<file path="config.mk">
export PLATFORM = sky130hd
export DESIGN_NAME = ttg_cfg_regs
export DESIGN_NICKNAME = d
export VERILOG_FILES = /design/src/ttg_pkg.sv /design/src/ttg_cfg_regs.sv
export SDC_FILE = /design/constraint.sdc
export NUM_CORES = 1
export LEC_CHECK = 0
export BUFFER_PORTS_ARGS = -buffer_cell sky130_fd_sc_hd__buf_2
export CORE_ASPECT_RATIO = 1.25
export CORE_MARGIN = 2
export CORE_UTILIZATION = 46
export DETAILED_ROUTE_END_ITERATION = 8
export PLACE_DENSITY = 0.75
export SYNTH_ARGS = -nofsm -noshare
export SYNTH_HDL_FRONTEND = slang
export SYNTH_SLANG_ARGS = --single-unit
</file>
<file path="constraint.sdc">
create_clock -name clk -period 0.88 [get_ports clk]
set_clock_uncertainty 0.2 [all_clocks]
set_input_delay 0.176 -clock clk [delete_from_list [all_inputs] [get_ports clk]]
set_output_delay 0.176 -clock clk [all_outputs]
set_load 0.05 [all_outputs]
</file>
<file path="src/ttg_pkg.sv">
// Package for the touch tap and hold gesture detector.
// Holds event codes, register indexes, reset values and the shared structs.
// No dependencies.
package ttg_pkg;

	localparam int DEFAULT_TIME_BITS = 16;
	localparam int REG_BITS          = 16;
	localparam int NUM_REGS          = 8;
	localparam int IDX_BITS          = 3;

	typedef enum logic [2:0] {
		EV_NONE   = 3'd0,
		EV_SINGLE = 3'd1,
		EV_MULTI  = 3'd2,
		EV_HOLD   = 3'd3,
		EV_LONG   = 3'd4
	} ev_kind_t;

	typedef enum logic [IDX_BITS-1:0] {
		REG_DEBOUNCE      = 3'd0,
		REG_HOLD          = 3'd1,
		REG_LONG_HOLD     = 3'd2,
		REG_TAP_GAP       = 3'd3,
		REG_HOLD_LINGER   = 3'd4,
		REG_LONG_LINGER   = 3'd5,
		REG_SINGLE_LINGER = 3'd6,
		REG_MULTI_LINGER  = 3'd7
	} reg_idx_t;

	localparam logic [REG_BITS-1:0] RST_DEBOUNCE      = 16'd30;
	localparam logic [REG_BITS-1:0] RST_HOLD          = 16'd1000;
	localparam logic [REG_BITS-1:0] RST_LONG_HOLD     = 16'd15000;
	localparam logic [REG_BITS-1:0] RST_TAP_GAP       = 16'd450;
	localparam logic [REG_BITS-1:0] RST_HOLD_LINGER   = 16'd800;
	localparam logic [REG_BITS-1:0] RST_LONG_LINGER   = 16'd2000;
	localparam logic [REG_BITS-1:0] RST_SINGLE_LINGER = 16'd2000;
	localparam logic [REG_BITS-1:0] RST_MULTI_LINGER  = 16'd2500;

	typedef struct packed {
		logic [REG_BITS-1:0] debounce_ms;
		logic [REG_BITS-1:0] hold_ms;
		logic [REG_BITS-1:0] long_hold_ms;
		logic [REG_BITS-1:0] tap_gap_ms;
		logic [REG_BITS-1:0] hold_linger_ms;
		logic [REG_BITS-1:0] long_hold_linger_ms;
		logic [REG_BITS-1:0] single_tap_linger_ms;
		logic [REG_BITS-1:0] multi_tap_linger_ms;
	} cfg_t;

	typedef struct packed {
		ev_kind_t            event_kind;
		logic [REG_BITS-1:0] linger_ticks;
		logic                touch_settled;
		ev_kind_t            gesture_kind;
	} result_t;

endpackage

</file>
<file path="src/ttg_cfg_regs.sv">
// Configuration register file: eight 16-bit timing registers.
// Depends on ttg_pkg.
module ttg_cfg_regs import ttg_pkg::*; (
	input  logic                clk,
	input  logic                arst_n,
	input  logic                cfg_we,
	input  logic [IDX_BITS-1:0] cfg_index,
	input  logic [REG_BITS-1:0] cfg_data,
	output cfg_t                cfg
);

	cfg_t cfg_q;

	always_ff @(posedge clk or negedge arst_n) begin
		if (!arst_n) begin
			cfg_q.debounce_ms          <= RST_DEBOUNCE;
			cfg_q.hold_ms              <= RST_HOLD;
			cfg_q.long_hold_ms         <= RST_LONG_HOLD;
			cfg_q.tap_gap_ms           <= RST_TAP_GAP;
			cfg_q.hold_linger_ms       <= RST_HOLD_LINGER;
			cfg_q.long_hold_linger_ms  <= RST_LONG_LINGER;
			cfg_q.single_tap_linger_ms <= RST_SINGLE_LINGER;
			cfg_q.multi_tap_linger_ms  <= RST_MULTI_LINGER;
		end else if (cfg_we) begin
			case (reg_idx_t'(cfg_index))
				REG_DEBOUNCE:      cfg_q.debounce_ms          <= cfg_data;
				REG_HOLD:          cfg_q.hold_ms              <= cfg_data;
				REG_LONG_HOLD:     cfg_q.long_hold_ms         <= cfg_data;
				REG_TAP_GAP:       cfg_q.tap_gap_ms           <= cfg_data;
				REG_HOLD_LINGER:   cfg_q.hold_linger_ms       <= cfg_data;
				REG_LONG_LINGER:   cfg_q.long_hold_linger_ms  <= cfg_data;
				REG_SINGLE_LINGER: cfg_q.single_tap_linger_ms <= cfg_data;
				REG_MULTI_LINGER:  cfg_q.multi_tap_linger_ms  <= cfg_data;
				default: ;
			endcase
		end
	end

	assign cfg = cfg_q;

endmodule

</file>
==> out/results.md <==
| Parameter | This run |
|:---|:---|
| Share of the core filled with cells in the final layout | 0.860 |
| Min-delay worst type | primary input to asynchronous set/reset pin |
| Crit path max-delay family | flip-flops |
| Die width | 96.9 µm |
| Combined global-route utilization of all metal layers | 0.288 |
| # rows | 42 |
| Number of clock buffers inserted by TritonCTS | 17 |
| Core Box Area | 10600 µm² |
| Power after layout | 28.0 mW |
| Hold violation count in the final report | 254 |
| Main area contributors after synthesis | sky130_fd_sc_hd__dfrtp_1, sky130_fd_sc_hd__mux2_2, sky130_fd_sc_hd__dfstp_2, sky130_fd_sc_hd__mux2_4, sky130_fd_sc_hd__buf_6 |
| Setup ws final | -0.624 ns |
| Final Non-Filler Cells | 674 |
| Commonest non-fill, non-tap cell in the layout | sky130_fd_sc_hd__mux2_4 |
| Clk sink count | 128 |
| Critical R2R Launch | cfg[75]$_DFFE_PN0P_ |
| Critical path buffer and inverter count | 1 |
| Placer congestion estimate | 0.740 |
| Arrival time reported for the critical path endpoint | 1.13 ns |
| Worst-path cell with the longest stage delay | sky130_fd_sc_hd__dfstp_2 |
| Io pins | 150 |
| Count of unresolved DRC violations after routing | 0 |
| Syn-to-layout area delta | 82.9% |
| Vias in the first global route | 3999 |
| Routing layer with the top usage in global route | met2 |
| Setup repair after global routing missed its margin | yes |
| Final Setup Violations | 256 |
| Count of antenna diodes in the layout | 0 |
| Met2 track utilization from global routing | 0.484 |
| CTS clock-pin slew for the worst setup and hold paths | 0.06 ns |
| Die outline height | 120 µm |
| Most used cells in the layout excluding fill and tap cells | sky130_fd_sc_hd__mux2_4, sky130_fd_sc_hd__buf_6, sky130_fd_sc_hd__dfrtp_2 |
| Detailed placer's ending HPWL | 8200 µm |
| Share of post-route cells with drive strength above 1 | 0.972 |
| Nature of the critical path startpoint | flip-flop |
| Number of flip-flops and latches in the synthesized netlist | 128 |
| Detail-routed net length per standard cell | 25.1 µm |
| Port buffer count | 149 |
| Wire length of the first global-routing pass | 24800 µm |
| Areal power density over the cells | 3080 nW/µm² |
| Critical Path, Cell by Cell | buf_8 |
| Final min period | 1.50 ns |
| Vias per Instance | 5.26 |
| Cell count after synthesis | 279 |
| Total placed cells including tap cells | 572 |
| Synth cell types | 12 |
| Critical path launch point | cfg[11]$_DFFE_PN1P_ |
| Sequential-to-total area share from yosys stat | 0.655 |
| ANT nets after route | 0 |
| Largest stage delay on the critical path | 0.56 ns |
| Ys Warns | 0 |
| Maximum clock path buffer count | 2 |
| Clock tree from TritonCTS | built |
| CP Data Required Time | 0.50 ns |
| Number of nets produced by synthesis | 301 |
| Hold slack | -0.570 ns |
| Remaining global-route overflow | 0 |
| Iteration-0 DRC count of the detailed router | 112 |
| WS Path Type | flip-flop to output port |
| Total wire length after detailed routing | 16900 µm |
| Worst relative slew slack | 0.823 |
| Static leakage power | 4.32 nW |
| CP Capture Type | output port |
| Largest net degree at the start of global routing | 28 |
| Portion of the clock cycle consumed by the worst path in the final layout | 1.71 |
| Die outline area | 11600 µm² |
| Achievable frequency | 665 MHz |
| Worst voltage drop across the vdd grid | 2.11 mV |
| Maximum fanout along the worst path | 2 |
| Root buffer cell | sky130_fd_sc_hd__clkbuf_16 |
| Failing checks | negative hold slack, negative setup slack |
| Number of pins exceeding their max-slew limit in the final report | 0 |
| Slew of the pin with the lowest slew margin | 0.266 ns |
| Avg Inst Size Synth | 17.8 µm² |
| Area share of the largest cell type after synthesis | 0.438 |
| Final net count | 551 |
| Number of flip-flops under the largest register name | 128 |
| Accumulated negative setup slack | -105.33 ns |
| Source-to-sink clock delay at the later pin of the worst-skew pair | 0.40 ns |
| Met1 demand-to-capacity share in global routing | 0.344 |
| Initial Utilization | 0.470 |
| Number of antenna violations at the first check in global routing | 0 |
| Cell accounting for the most synthesized area | sky130_fd_sc_hd__dfrtp_1 |
| Pre-Repair DR Iteration Count | 4 |
| H-tree level count | 4 |
| Met3 Use GR | 0.0909 |
| Number of filler instances in the final layout | 433 |
| Post-synthesis cell area | 4970 µm² |
| Total number of vias | 3546 |
| Outcome | finished with violations |
| Maxcap violations | 0 |
routing by layer:
metal  up-vias  part of all wire  routed length [µm]
met5         -                 0                   0
met4         0             0.018                 302
met3        25             0.056                 953
met2       150              0.53                9030
met1      1869              0.39                6630
li1       1502                 -                   -
cells in the mapped netlist:
library cell,count
sky130_fd_sc_hd__mux2_2,118
sky130_fd_sc_hd__dfrtp_1,87
sky130_fd_sc_hd__dfstp_2,41
sky130_fd_sc_hd__mux2_4,10
sky130_fd_sc_hd__buf_2,7
sky130_fd_sc_hd__buf_6,5
sky130_fd_sc_hd__nand4b_2,3
sky130_fd_sc_hd__nor4bb_1,3
sky130_fd_sc_hd__buf_4,2
sky130_fd_sc_hd__buf_8,1
sky130_fd_sc_hd__nand4_2,1
sky130_fd_sc_hd__nor4b_4,1
through the flow:
| step | cell area (µm²) | setup WS (ns) |
|---|---|---|
| floorplan | 5330 | -0.708 |
| global placement | 6470 | -0.739 |
| detailed placement | 6470 | -0.769 |
| CTS | 8780 | -0.629 |
| global route | 9080 | -0.657 |
| finish | 9080 | -0.624 |
cells by family (layout without fill, tap and decap cells):
group	count (synthesis)	after routing	share of synthesized area
muxes	128	128	0.298
buffers and inverters	15	278	0.0244
DFF	128	128	0.655
and+or+nand+nor	8	8	0.0224
what timing repair did:
item                                    4_1_cts  5_1_grt
gates cloned                                  5        2
endpoints found under the hold margin       256      256
pin swaps                                     3        4
endpoints found under the setup margin      256      256
resized for setup                           379       31
setup buffers                                35       36
final timing paths:
path                            cells after the start  slack (ns)                    to
worst max-delay path                                1       -0.62               cfg[11]
worst max register to register                      3       -0.33   cfg[75]$_DFFE_PN0P_
worst min-delay path                                1       -0.57  cfg[108]$_DFFE_PN0P_
min in group clk                                    2       -0.07   cfg[85]$_DFFE_PN0P_
max in group asynchronous                           2        0.55   cfg[83]$_DFFE_PN1P_
worst min register to register                      1        0.33   cfg[73]$_DFFE_PN0P_
cell type report:
cell class	instances	area, µm²	area share
multi-input cells	136	2050	0.226
clock buffers	25	485	0.0534
clock inverters	7	110	0.0121
repair buffers	246	2920	0.321
flip-flops and latches	128	3350	0.369
well taps	132	165	0.0182
where the power goes:
group	switching, mW	leakage [nW]	total [mW]	internal (mW)
Sequential	1.28	1.39	8.95	7.67
Combinational	6.46	2.63	11.9	5.46
Clock	2.45	0.295	7.11	4.66
Total	10.2	4.32	28.0	17.8
(Power assumes the default switching activity.)
