`src/ttg_pkg.sv`:
```
// Package for the touch tap and hold gesture detector.
// Holds event codes, register indexes, reset values and the shared structs.
// No dependencies.
package ttg_pkg;

	localparam int DEFAULT_TIME_BITS = 16;
	localparam int REG_BITS          = 16;
	localparam int NUM_REGS          = 8;
	localparam int IDX_BITS          = 3;

	typedef enum logic [2:0] {
		EV_NONE   = 3'd0,
		EV_SINGLE = 3'd1,
		EV_MULTI  = 3'd2,
		EV_HOLD   = 3'd3,
		EV_LONG   = 3'd4
	} ev_kind_t;

	typedef enum logic [IDX_BITS-1:0] {
		REG_DEBOUNCE      = 3'd0,
		REG_HOLD          = 3'd1,
		REG_LONG_HOLD     = 3'd2,
		REG_TAP_GAP       = 3'd3,
		REG_HOLD_LINGER   = 3'd4,
		REG_LONG_LINGER   = 3'd5,
		REG_SINGLE_LINGER = 3'd6,
		REG_MULTI_LINGER  = 3'd7
	} reg_idx_t;

	localparam logic [REG_BITS-1:0] RST_DEBOUNCE      = 16'd30;
	localparam logic [REG_BITS-1:0] RST_HOLD          = 16'd1000;
	localparam logic [REG_BITS-1:0] RST_LONG_HOLD     = 16'd15000;
	localparam logic [REG_BITS-1:0] RST_TAP_GAP       = 16'd450;
	localparam logic [REG_BITS-1:0] RST_HOLD_LINGER   = 16'd800;
	localparam logic [REG_BITS-1:0] RST_LONG_LINGER   = 16'd2000;
	localparam logic [REG_BITS-1:0] RST_SINGLE_LINGER = 16'd2000;
	localparam logic [REG_BITS-1:0] RST_MULTI_LINGER  = 16'd2500;

	typedef struct packed {
		logic [REG_BITS-1:0] debounce_ms;
		logic [REG_BITS-1:0] hold_ms;
		logic [REG_BITS-1:0] long_hold_ms;
		logic [REG_BITS-1:0] tap_gap_ms;
		logic [REG_BITS-1:0] hold_linger_ms;
		logic [REG_BITS-1:0] long_hold_linger_ms;
		logic [REG_BITS-1:0] single_tap_linger_ms;
		logic [REG_BITS-1:0] multi_tap_linger_ms;
	} cfg_t;

	typedef struct packed {
		ev_kind_t            event_kind;
		logic [REG_BITS-1:0] linger_ticks;
		logic                touch_settled;
		ev_kind_t            gesture_kind;
	} result_t;

endpackage

```
`src/ttg_core.sv`:
```
// Gesture state and per-tick update: debounce, hold timing, tap counting.
// Depends on ttg_pkg; fed by the input stage and the configuration registers.
module ttg_core import ttg_pkg::*; #(
	parameter int TIME_BITS = DEFAULT_TIME_BITS
) (
	input  logic    clk,
	input  logic    arst_n,
	input  logic    step,
	input  logic    raw_touch,
	input  logic    gestures_on,
	input  cfg_t    cfg,
	output result_t res
);

	localparam int CMP_BITS = (TIME_BITS > REG_BITS) ? TIME_BITS : REG_BITS;
	localparam logic [TIME_BITS-1:0] TMAX = {TIME_BITS{1'b1}};

	logic                 prev_raw_q;
	logic [TIME_BITS-1:0] stable_q;
	logic                 settled_q;
	logic [TIME_BITS-1:0] press_q;
	logic                 hold_q;
	logic [1:0]           tap_q;
	logic [TIME_BITS-1:0] gap_q;
	ev_kind_t             gest_q;

	logic [TIME_BITS-1:0] stable_n, press_n, gap_n;
	logic                 settled_n, hold_n;
	logic [1:0]           tap_n;
	ev_kind_t             gest_n, ev;
	logic [REG_BITS-1:0]  linger;

	function automatic logic [TIME_BITS-1:0] sat_inc(input logic [TIME_BITS-1:0] v);
		return (v == TMAX) ? v : v + 1'b1;
	endfunction

	function automatic logic over(input logic [TIME_BITS-1:0] cnt,
		input logic [REG_BITS-1:0] lim);
		return CMP_BITS'(cnt) > CMP_BITS'(lim);
	endfunction

	always_comb begin
		stable_n  = (raw_touch != prev_raw_q) ? '0 : sat_inc(stable_q);
		press_n   = settled_q ? sat_inc(press_q) : press_q;
		gap_n     = sat_inc(gap_q);
		settled_n = settled_q;
		hold_n    = hold_q;
		tap_n     = tap_q;
		gest_n    = gest_q;
		ev        = EV_NONE;
		linger    = '0;

		if (over(stable_n, cfg.debounce_ms)) begin
			if (gestures_on && raw_touch && settled_q) begin
				if (over(press_n, cfg.long_hold_ms)) begin
					if (!hold_q || gest_q != EV_LONG) begin
						ev = EV_LONG;
					end
					hold_n = 1'b1;
					gest_n = EV_LONG;
				end else if (over(press_n, cfg.hold_ms) && !hold_q) begin
					hold_n = 1'b1;
					gest_n = EV_HOLD;
					ev     = EV_HOLD;
				end
			end

			if (raw_touch && !settled_q) begin
				settled_n = 1'b1;
				press_n   = '0;
				if (gestures_on) begin
					hold_n = 1'b0;
				end
			end else if (!raw_touch && settled_q) begin
				settled_n = 1'b0;
				if (gestures_on) begin
					if (hold_q) begin
						if (gest_q == EV_LONG) begin
							ev     = EV_LONG;
							linger = cfg.long_hold_linger_ms;
						end else begin
							ev     = EV_HOLD;
							linger = cfg.hold_linger_ms;
							gest_n = EV_HOLD;
						end
						hold_n = 1'b0;
					end else begin
						if (tap_q != 2'd2) begin
							tap_n = tap_q + 2'd1;
						end
						gap_n = '0;
					end
				end
			end
		end

		// close the tap sequence after a quiet gap; overrides a hold release
		if (gestures_on && tap_n != 2'd0 && !raw_touch && over(gap_n, cfg.tap_gap_ms)) begin
			if (tap_n == 2'd1) begin
				ev     = EV_SINGLE;
				linger = cfg.single_tap_linger_ms;
			end else begin
				ev     = EV_MULTI;
				linger = cfg.multi_tap_linger_ms;
			end
			gest_n = ev;
			tap_n  = 2'd0;
		end
	end

	always_ff @(posedge clk or negedge arst_n) begin
		if (!arst_n) begin
			prev_raw_q <= 1'b0;
			stable_q   <= '0;
			settled_q  <= 1'b0;
			press_q    <= '0;
			hold_q     <= 1'b0;
			tap_q      <= 2'd0;
			gap_q      <= '0;
			gest_q     <= EV_NONE;
		end else if (step) begin
			prev_raw_q <= raw_touch;
			stable_q   <= stable_n;
			settled_q  <= settled_n;
			press_q    <= press_n;
			hold_q     <= hold_n;
			tap_q      <= tap_n;
			gap_q      <= gap_n;
			gest_q     <= gest_n;
		end
	end

	assign res.event_kind    = ev;
	assign res.linger_ticks  = linger;
	assign res.touch_settled = settled_n;
	assign res.gesture_kind  = gest_n;

`ifndef SYNTHESIS
	a_tap_range: assert property (@(posedge clk) disable iff (!arst_n)
		tap_q != 2'd3)
		else $error("tap count beyond saturation");

	a_raw_change_clears: assert property (@(posedge clk) disable iff (!arst_n)
		step && (raw_touch != prev_raw_q) |=> stable_q == '0)
		else $error("stable count not cleared on raw change");

	a_off_keeps_gesture: assert property (@(posedge clk) disable iff (!arst_n)
		step && !gestures_on |=> gest_q == $past(gest_q))
		else $error("gesture changed with gestures off");

	a_idle_holds_state: assert property (@(posedge clk) disable iff (!arst_n)
		!step |=> $stable(settled_q) && $stable(tap_q) && $stable(hold_q))
		else $error("state moved without a step");
`endif

endmodule
```
`config.mk`:
```
export PLATFORM = sky130hd
export DESIGN_NAME = ttg_core
export DESIGN_NICKNAME = d
export VERILOG_FILES = /design/src/ttg_pkg.sv /design/src/ttg_core.sv
export SDC_FILE = /design/constraint.sdc
export NUM_CORES = 1
export LEC_CHECK = 0
export ABC_AREA = 0
export BUFFER_PORTS_ARGS = -buffer_cell sky130_fd_sc_hd__clkbuf_2
export CELL_PAD_IN_SITES_DETAIL_PLACEMENT = 1
export CELL_PAD_IN_SITES_GLOBAL_PLACEMENT = 2
export CORE_MARGIN = 10
export CORE_UTILIZATION = 30
export DETAILED_ROUTE_END_ITERATION = 10
export GPL_ROUTABILITY_DRIVEN = 1
export HOLD_SLACK_MARGIN = 0.12
export PLACE_DENSITY_LB_ADDON = 0.12
export SLEW_MARGIN = 25
export SYNTH_ARGS = -nofsm -noshare
export SYNTH_HDL_FRONTEND = slang
export SYNTH_SLANG_ARGS = --single-unit
```
`constraint.sdc`:
```
create_clock -name clk -period 17.3 [get_ports clk]
set_input_delay 0 -clock clk [delete_from_list [all_inputs] [get_ports clk]]
set_output_delay 0 -clock clk [all_outputs]
set_load 0.02 [all_outputs]
```
==> results.md <==
- Total Neg Setup Slack: 0 ns
- Hold Worst Slack: 0.152 ns
- Post-synth EDFFs: 0
- Final critical-path share of the clock period: between 40 and 50%
- Dpl cells: 1115
- Max Fanout on Critical Path: 26
- Number of global-route vias before repair: ~6.5k
- Ys async rst share: 100%
- RSZ-0062 raised after global routing: false
- Leakage power: 3.48 nW
- Clock Tree Buf Depth: 2
- Clock transition at path regs: 0.08 ns
- Ranking of synthesized cells by area: dfrtp_1 (24%), ha_1 (14%), inv_1 (4.7%)
- Worst vdd ir: 0.0000348 V
- Clock Skew: 0.0106 ns
- Sw Share: 37.7%
- Clock Sinks: 56
- Share of cells above drive strength 1: 23.9%
- Max_cap viols: 0
- CP Capture Type: primary output
- Slew HR: 48.0%
- Status: complete, no violations
- Routability cong.: 0.822
- First-pass GRT wire length: 33300 um
- Logic pwr share: 36.7%
- Avg Cell Area, Syn: between 8 and 9 um^2
- Setup Crit Path Kind: flip-flop to primary output
- Die width: between 150 and 200 um
- Drt via density: 5.20
- Sequential area share after synthesis: 23.9%
- Worst EP required: ~17 ns
- Grt total ovfl: 0
- Leading area contributor after synthesis: dfrtp_1
- P&R area growth vs syn: 20.7%
- Most used DFF post-synth: dfrtp_1
- Pwr Density: 61.5 nW/um^2
- FF-to-FF path depth: 25
- Row cnt: between 50 and 60
- Worst-Margin Slew: 0.781 ns
- Synth warn: 0
- IO Port Bufs: 155
- Ports: 156
- Startpoint type of the worst setup path: flip-flop
- Flop pwr share: between 30% and 40%
- Area fraction of the dominant cell type after synthesis: 23.9%
- Max Fclk: 132 MHz
- Root Buffer: clkbuf_16
- Fillers: 2392
- Gr usage total: ~15%
- Antenna-violating nets left: 0
- Pins over their slew limit: 0
- 1st-pass router iterations: 4
- Post-DR wirelength/cell: between 15 and 20 um
- Die height: 160 um
- Worst-Skew Late Latency: around 0.30 ns
- Final std cells w/o fill: 1124
- Final Setup Violations: 0
- # diodes: 0
- Synth top cells by count: inv_1 (74), ha_1 (68), dfrtp_1 (56), nand2_1 (50), nor2_1 (48)
- Initial antenna violation count: 0
- Synthesized flop and latch total: 56
- Core ar.: 19300 um^2
- Hold Violations, Final: 0
- TritonCTS buffer count: 5
- Postcts setup bufs: 0
- Min-Delay Path Depth: 2
- Internal: 0.000272 W
- WL final: ~20000 um
- Most frequent cell after synthesis: inv_1
- Switching pwr: 0.000164 W
- Largest net degree at the start of global routing: 57
- Worst path arrival time: approximately 7.6 ns
- Crit path time final: 7.55 ns
- DP Wirelength: 16600 um
- Mapped Area: between 5000 and 6000 um^2
- Cell count after synthesis: between 700 and 800
- Fin nets: 1060
- Initial DRC count: 220
- Worst Hold Class: input pin to flip-flop
- Max H-tree Level: 2
- Clock power frac: 23.7%
- DRC: 0
- Initial core utilization: just over 30%
- Via count: ~5.8k
- Net Count, Synth: 916
- Synth cell types: 65
- CTS tree: done
- Die ar.: 25600 um^2
[routing by layer]
layer  vias up  track usage (%)  share of wire [%]
met5         -                0                  0
met4         0             2.50               0.75
met3         8             3.65                5.2
met2       110             27.5                 49
met1      2816             18.8                 45
li1       2913                -                  -
[final cells by class]
class / count / area (um^2) / share of cell area, %
Multi-Input combinational cell: 557 / 4090 / 57.7
Sequential cell: 56 / 1400 / 19.8
Timing Repair Buffer: 165 / 856 / 12.1
Tap cell: 265 / 332 / 4.68
Inverter: 74 / 278 / 3.92
Clock buffer: 6 / 129 / 1.82
Clock inverter: 1 / 5.00 / 0.0706
[metrics by stage]
stage / setup WS (ns) / total power (W) / util, % / area, um^2
finish: 9.75 / 0.000436 / 36.7 / 7090
global route: 9.07 / 0.000473 / 36.7 / 7090
CTS: 9.67 / 0.000442 / 36.6 / 7090
detailed placement: 10.05 / 0.000336 / 35.9 / 6930
global placement: 10.26 / 0.000328 / 35.9 / 6930
floorplan: 11.56 / 0.000276 / - / 5870
[kinds of logic (layout without fill, tap and decap cells)]
| kind of cell | count (synthesis) | count (layout) | synth area share, % |
|---|---|---|---|
| AO/OA/AOI/OAI | 178 | 178 | 21.5 |
| XOR/XNOR | 34 | 34 | 5.07 |
| adder cells (fa/ha/maj) | 68 | 68 | 14.5 |
| buffers and inverters | 102 | 246 | 6.82 |
| flip-flops | 56 | 56 | 23.9 |
| multiplexers | 39 | 39 | 7.07 |
| AND/OR/NAND/NOR | 238 | 238 | 21.2 |
[power groups by stage]
stage	combinational [W]	clock, W	sequential [W]
5_1_grt	0.000185	0.000111	0.000177
3_3_place_gp	0.000154	0	0.000174
3_5_place_dp	0.000161	0	0.000175
2_1_floorplan	0.000111	0	0.000165
6_report	0.000160	0.000103	0.000173
4_1_cts	0.000162	0.000107	0.000172
[repair_timing]
action	4_1_cts	5_1_grt
hold buffers	2	0
hold endpoints to repair	57	0
gates resized for setup	0	0
[cells in the final DEF (no fill, tap or decap), types with 4 or more instances in the layout]
cell,count
clkbuf_2,155
inv_1,73
ha_1,68
dfrtp_1,56
nand2_1,50
nor2_1,47
a21oi_1,41
o21ai_0,29
nand3_1,24
nand4_1,21
mux2_2,20
nor4_1,20
a22o_1,19
mux2i_1,19
nor3_1,18
xnor2_1,17
xor2_1,17
a221o_1,16
a21o_1,15
nor2b_1,10
and2_1,9
or3_1,8
buf_4,8
and3_1,6
o21ai_1,5
a311oi_1,5
a31oi_1,5
a21boi_0,5
clkbuf_16,5
and4_1,4
nand2b_1,4
o211ai_1,4
o31ai_1,4
[final timing paths]
kind	startpoint	endpoint	slack [ns]
min in group asynchronous	arst_n	stable_q[7]	0.40
worst max register to register	stable_q[0]	gest_q[1]	10.17
worst min-delay path	raw_touch	settled_q	0.15
worst min register to register	tap_q[1]	tap_q[1]	0.54
worst max-delay path	stable_q[0]	res[7]	9.75
max in group asynchronous	arst_n	prev_raw_q	16.39
[worst max-delay path, stage by stage, from the launching register on]
cell,delay (ns)
dfrtp_1,0.41
ha_1,0.23
nand2_1,0.08
or2_1,0.27
or3_1,0.50
nor3b_2,0.24
nand2_1,0.11
xor2_1,0.16
nor2_1,0.07
ha_1,0.32
nand4_1,0.19
nor4_2,0.38
a21boi_2,0.29
o31ai_4,0.09
buf_4,0.24
nor2_1,0.46
buf_4,0.30
a311oi_1,0.08
ha_1,0.37
nand4_1,0.15
nor3_1,0.20
a21bo_1,0.24
and3_1,0.24
a2111oi_1,0.56
or2_1,0.60
a221o_1,0.27
clkbuf_2,0.18
[state kept, by name, indices dropped and copies added (netlist names)]
signal and cells:
stable_q 16, gest_q 3, tap_q 2, hold_q 1, settled_q 1, gap_q 16, press_q 16, prev_raw_q 1
(Power assumes the default switching activity.)
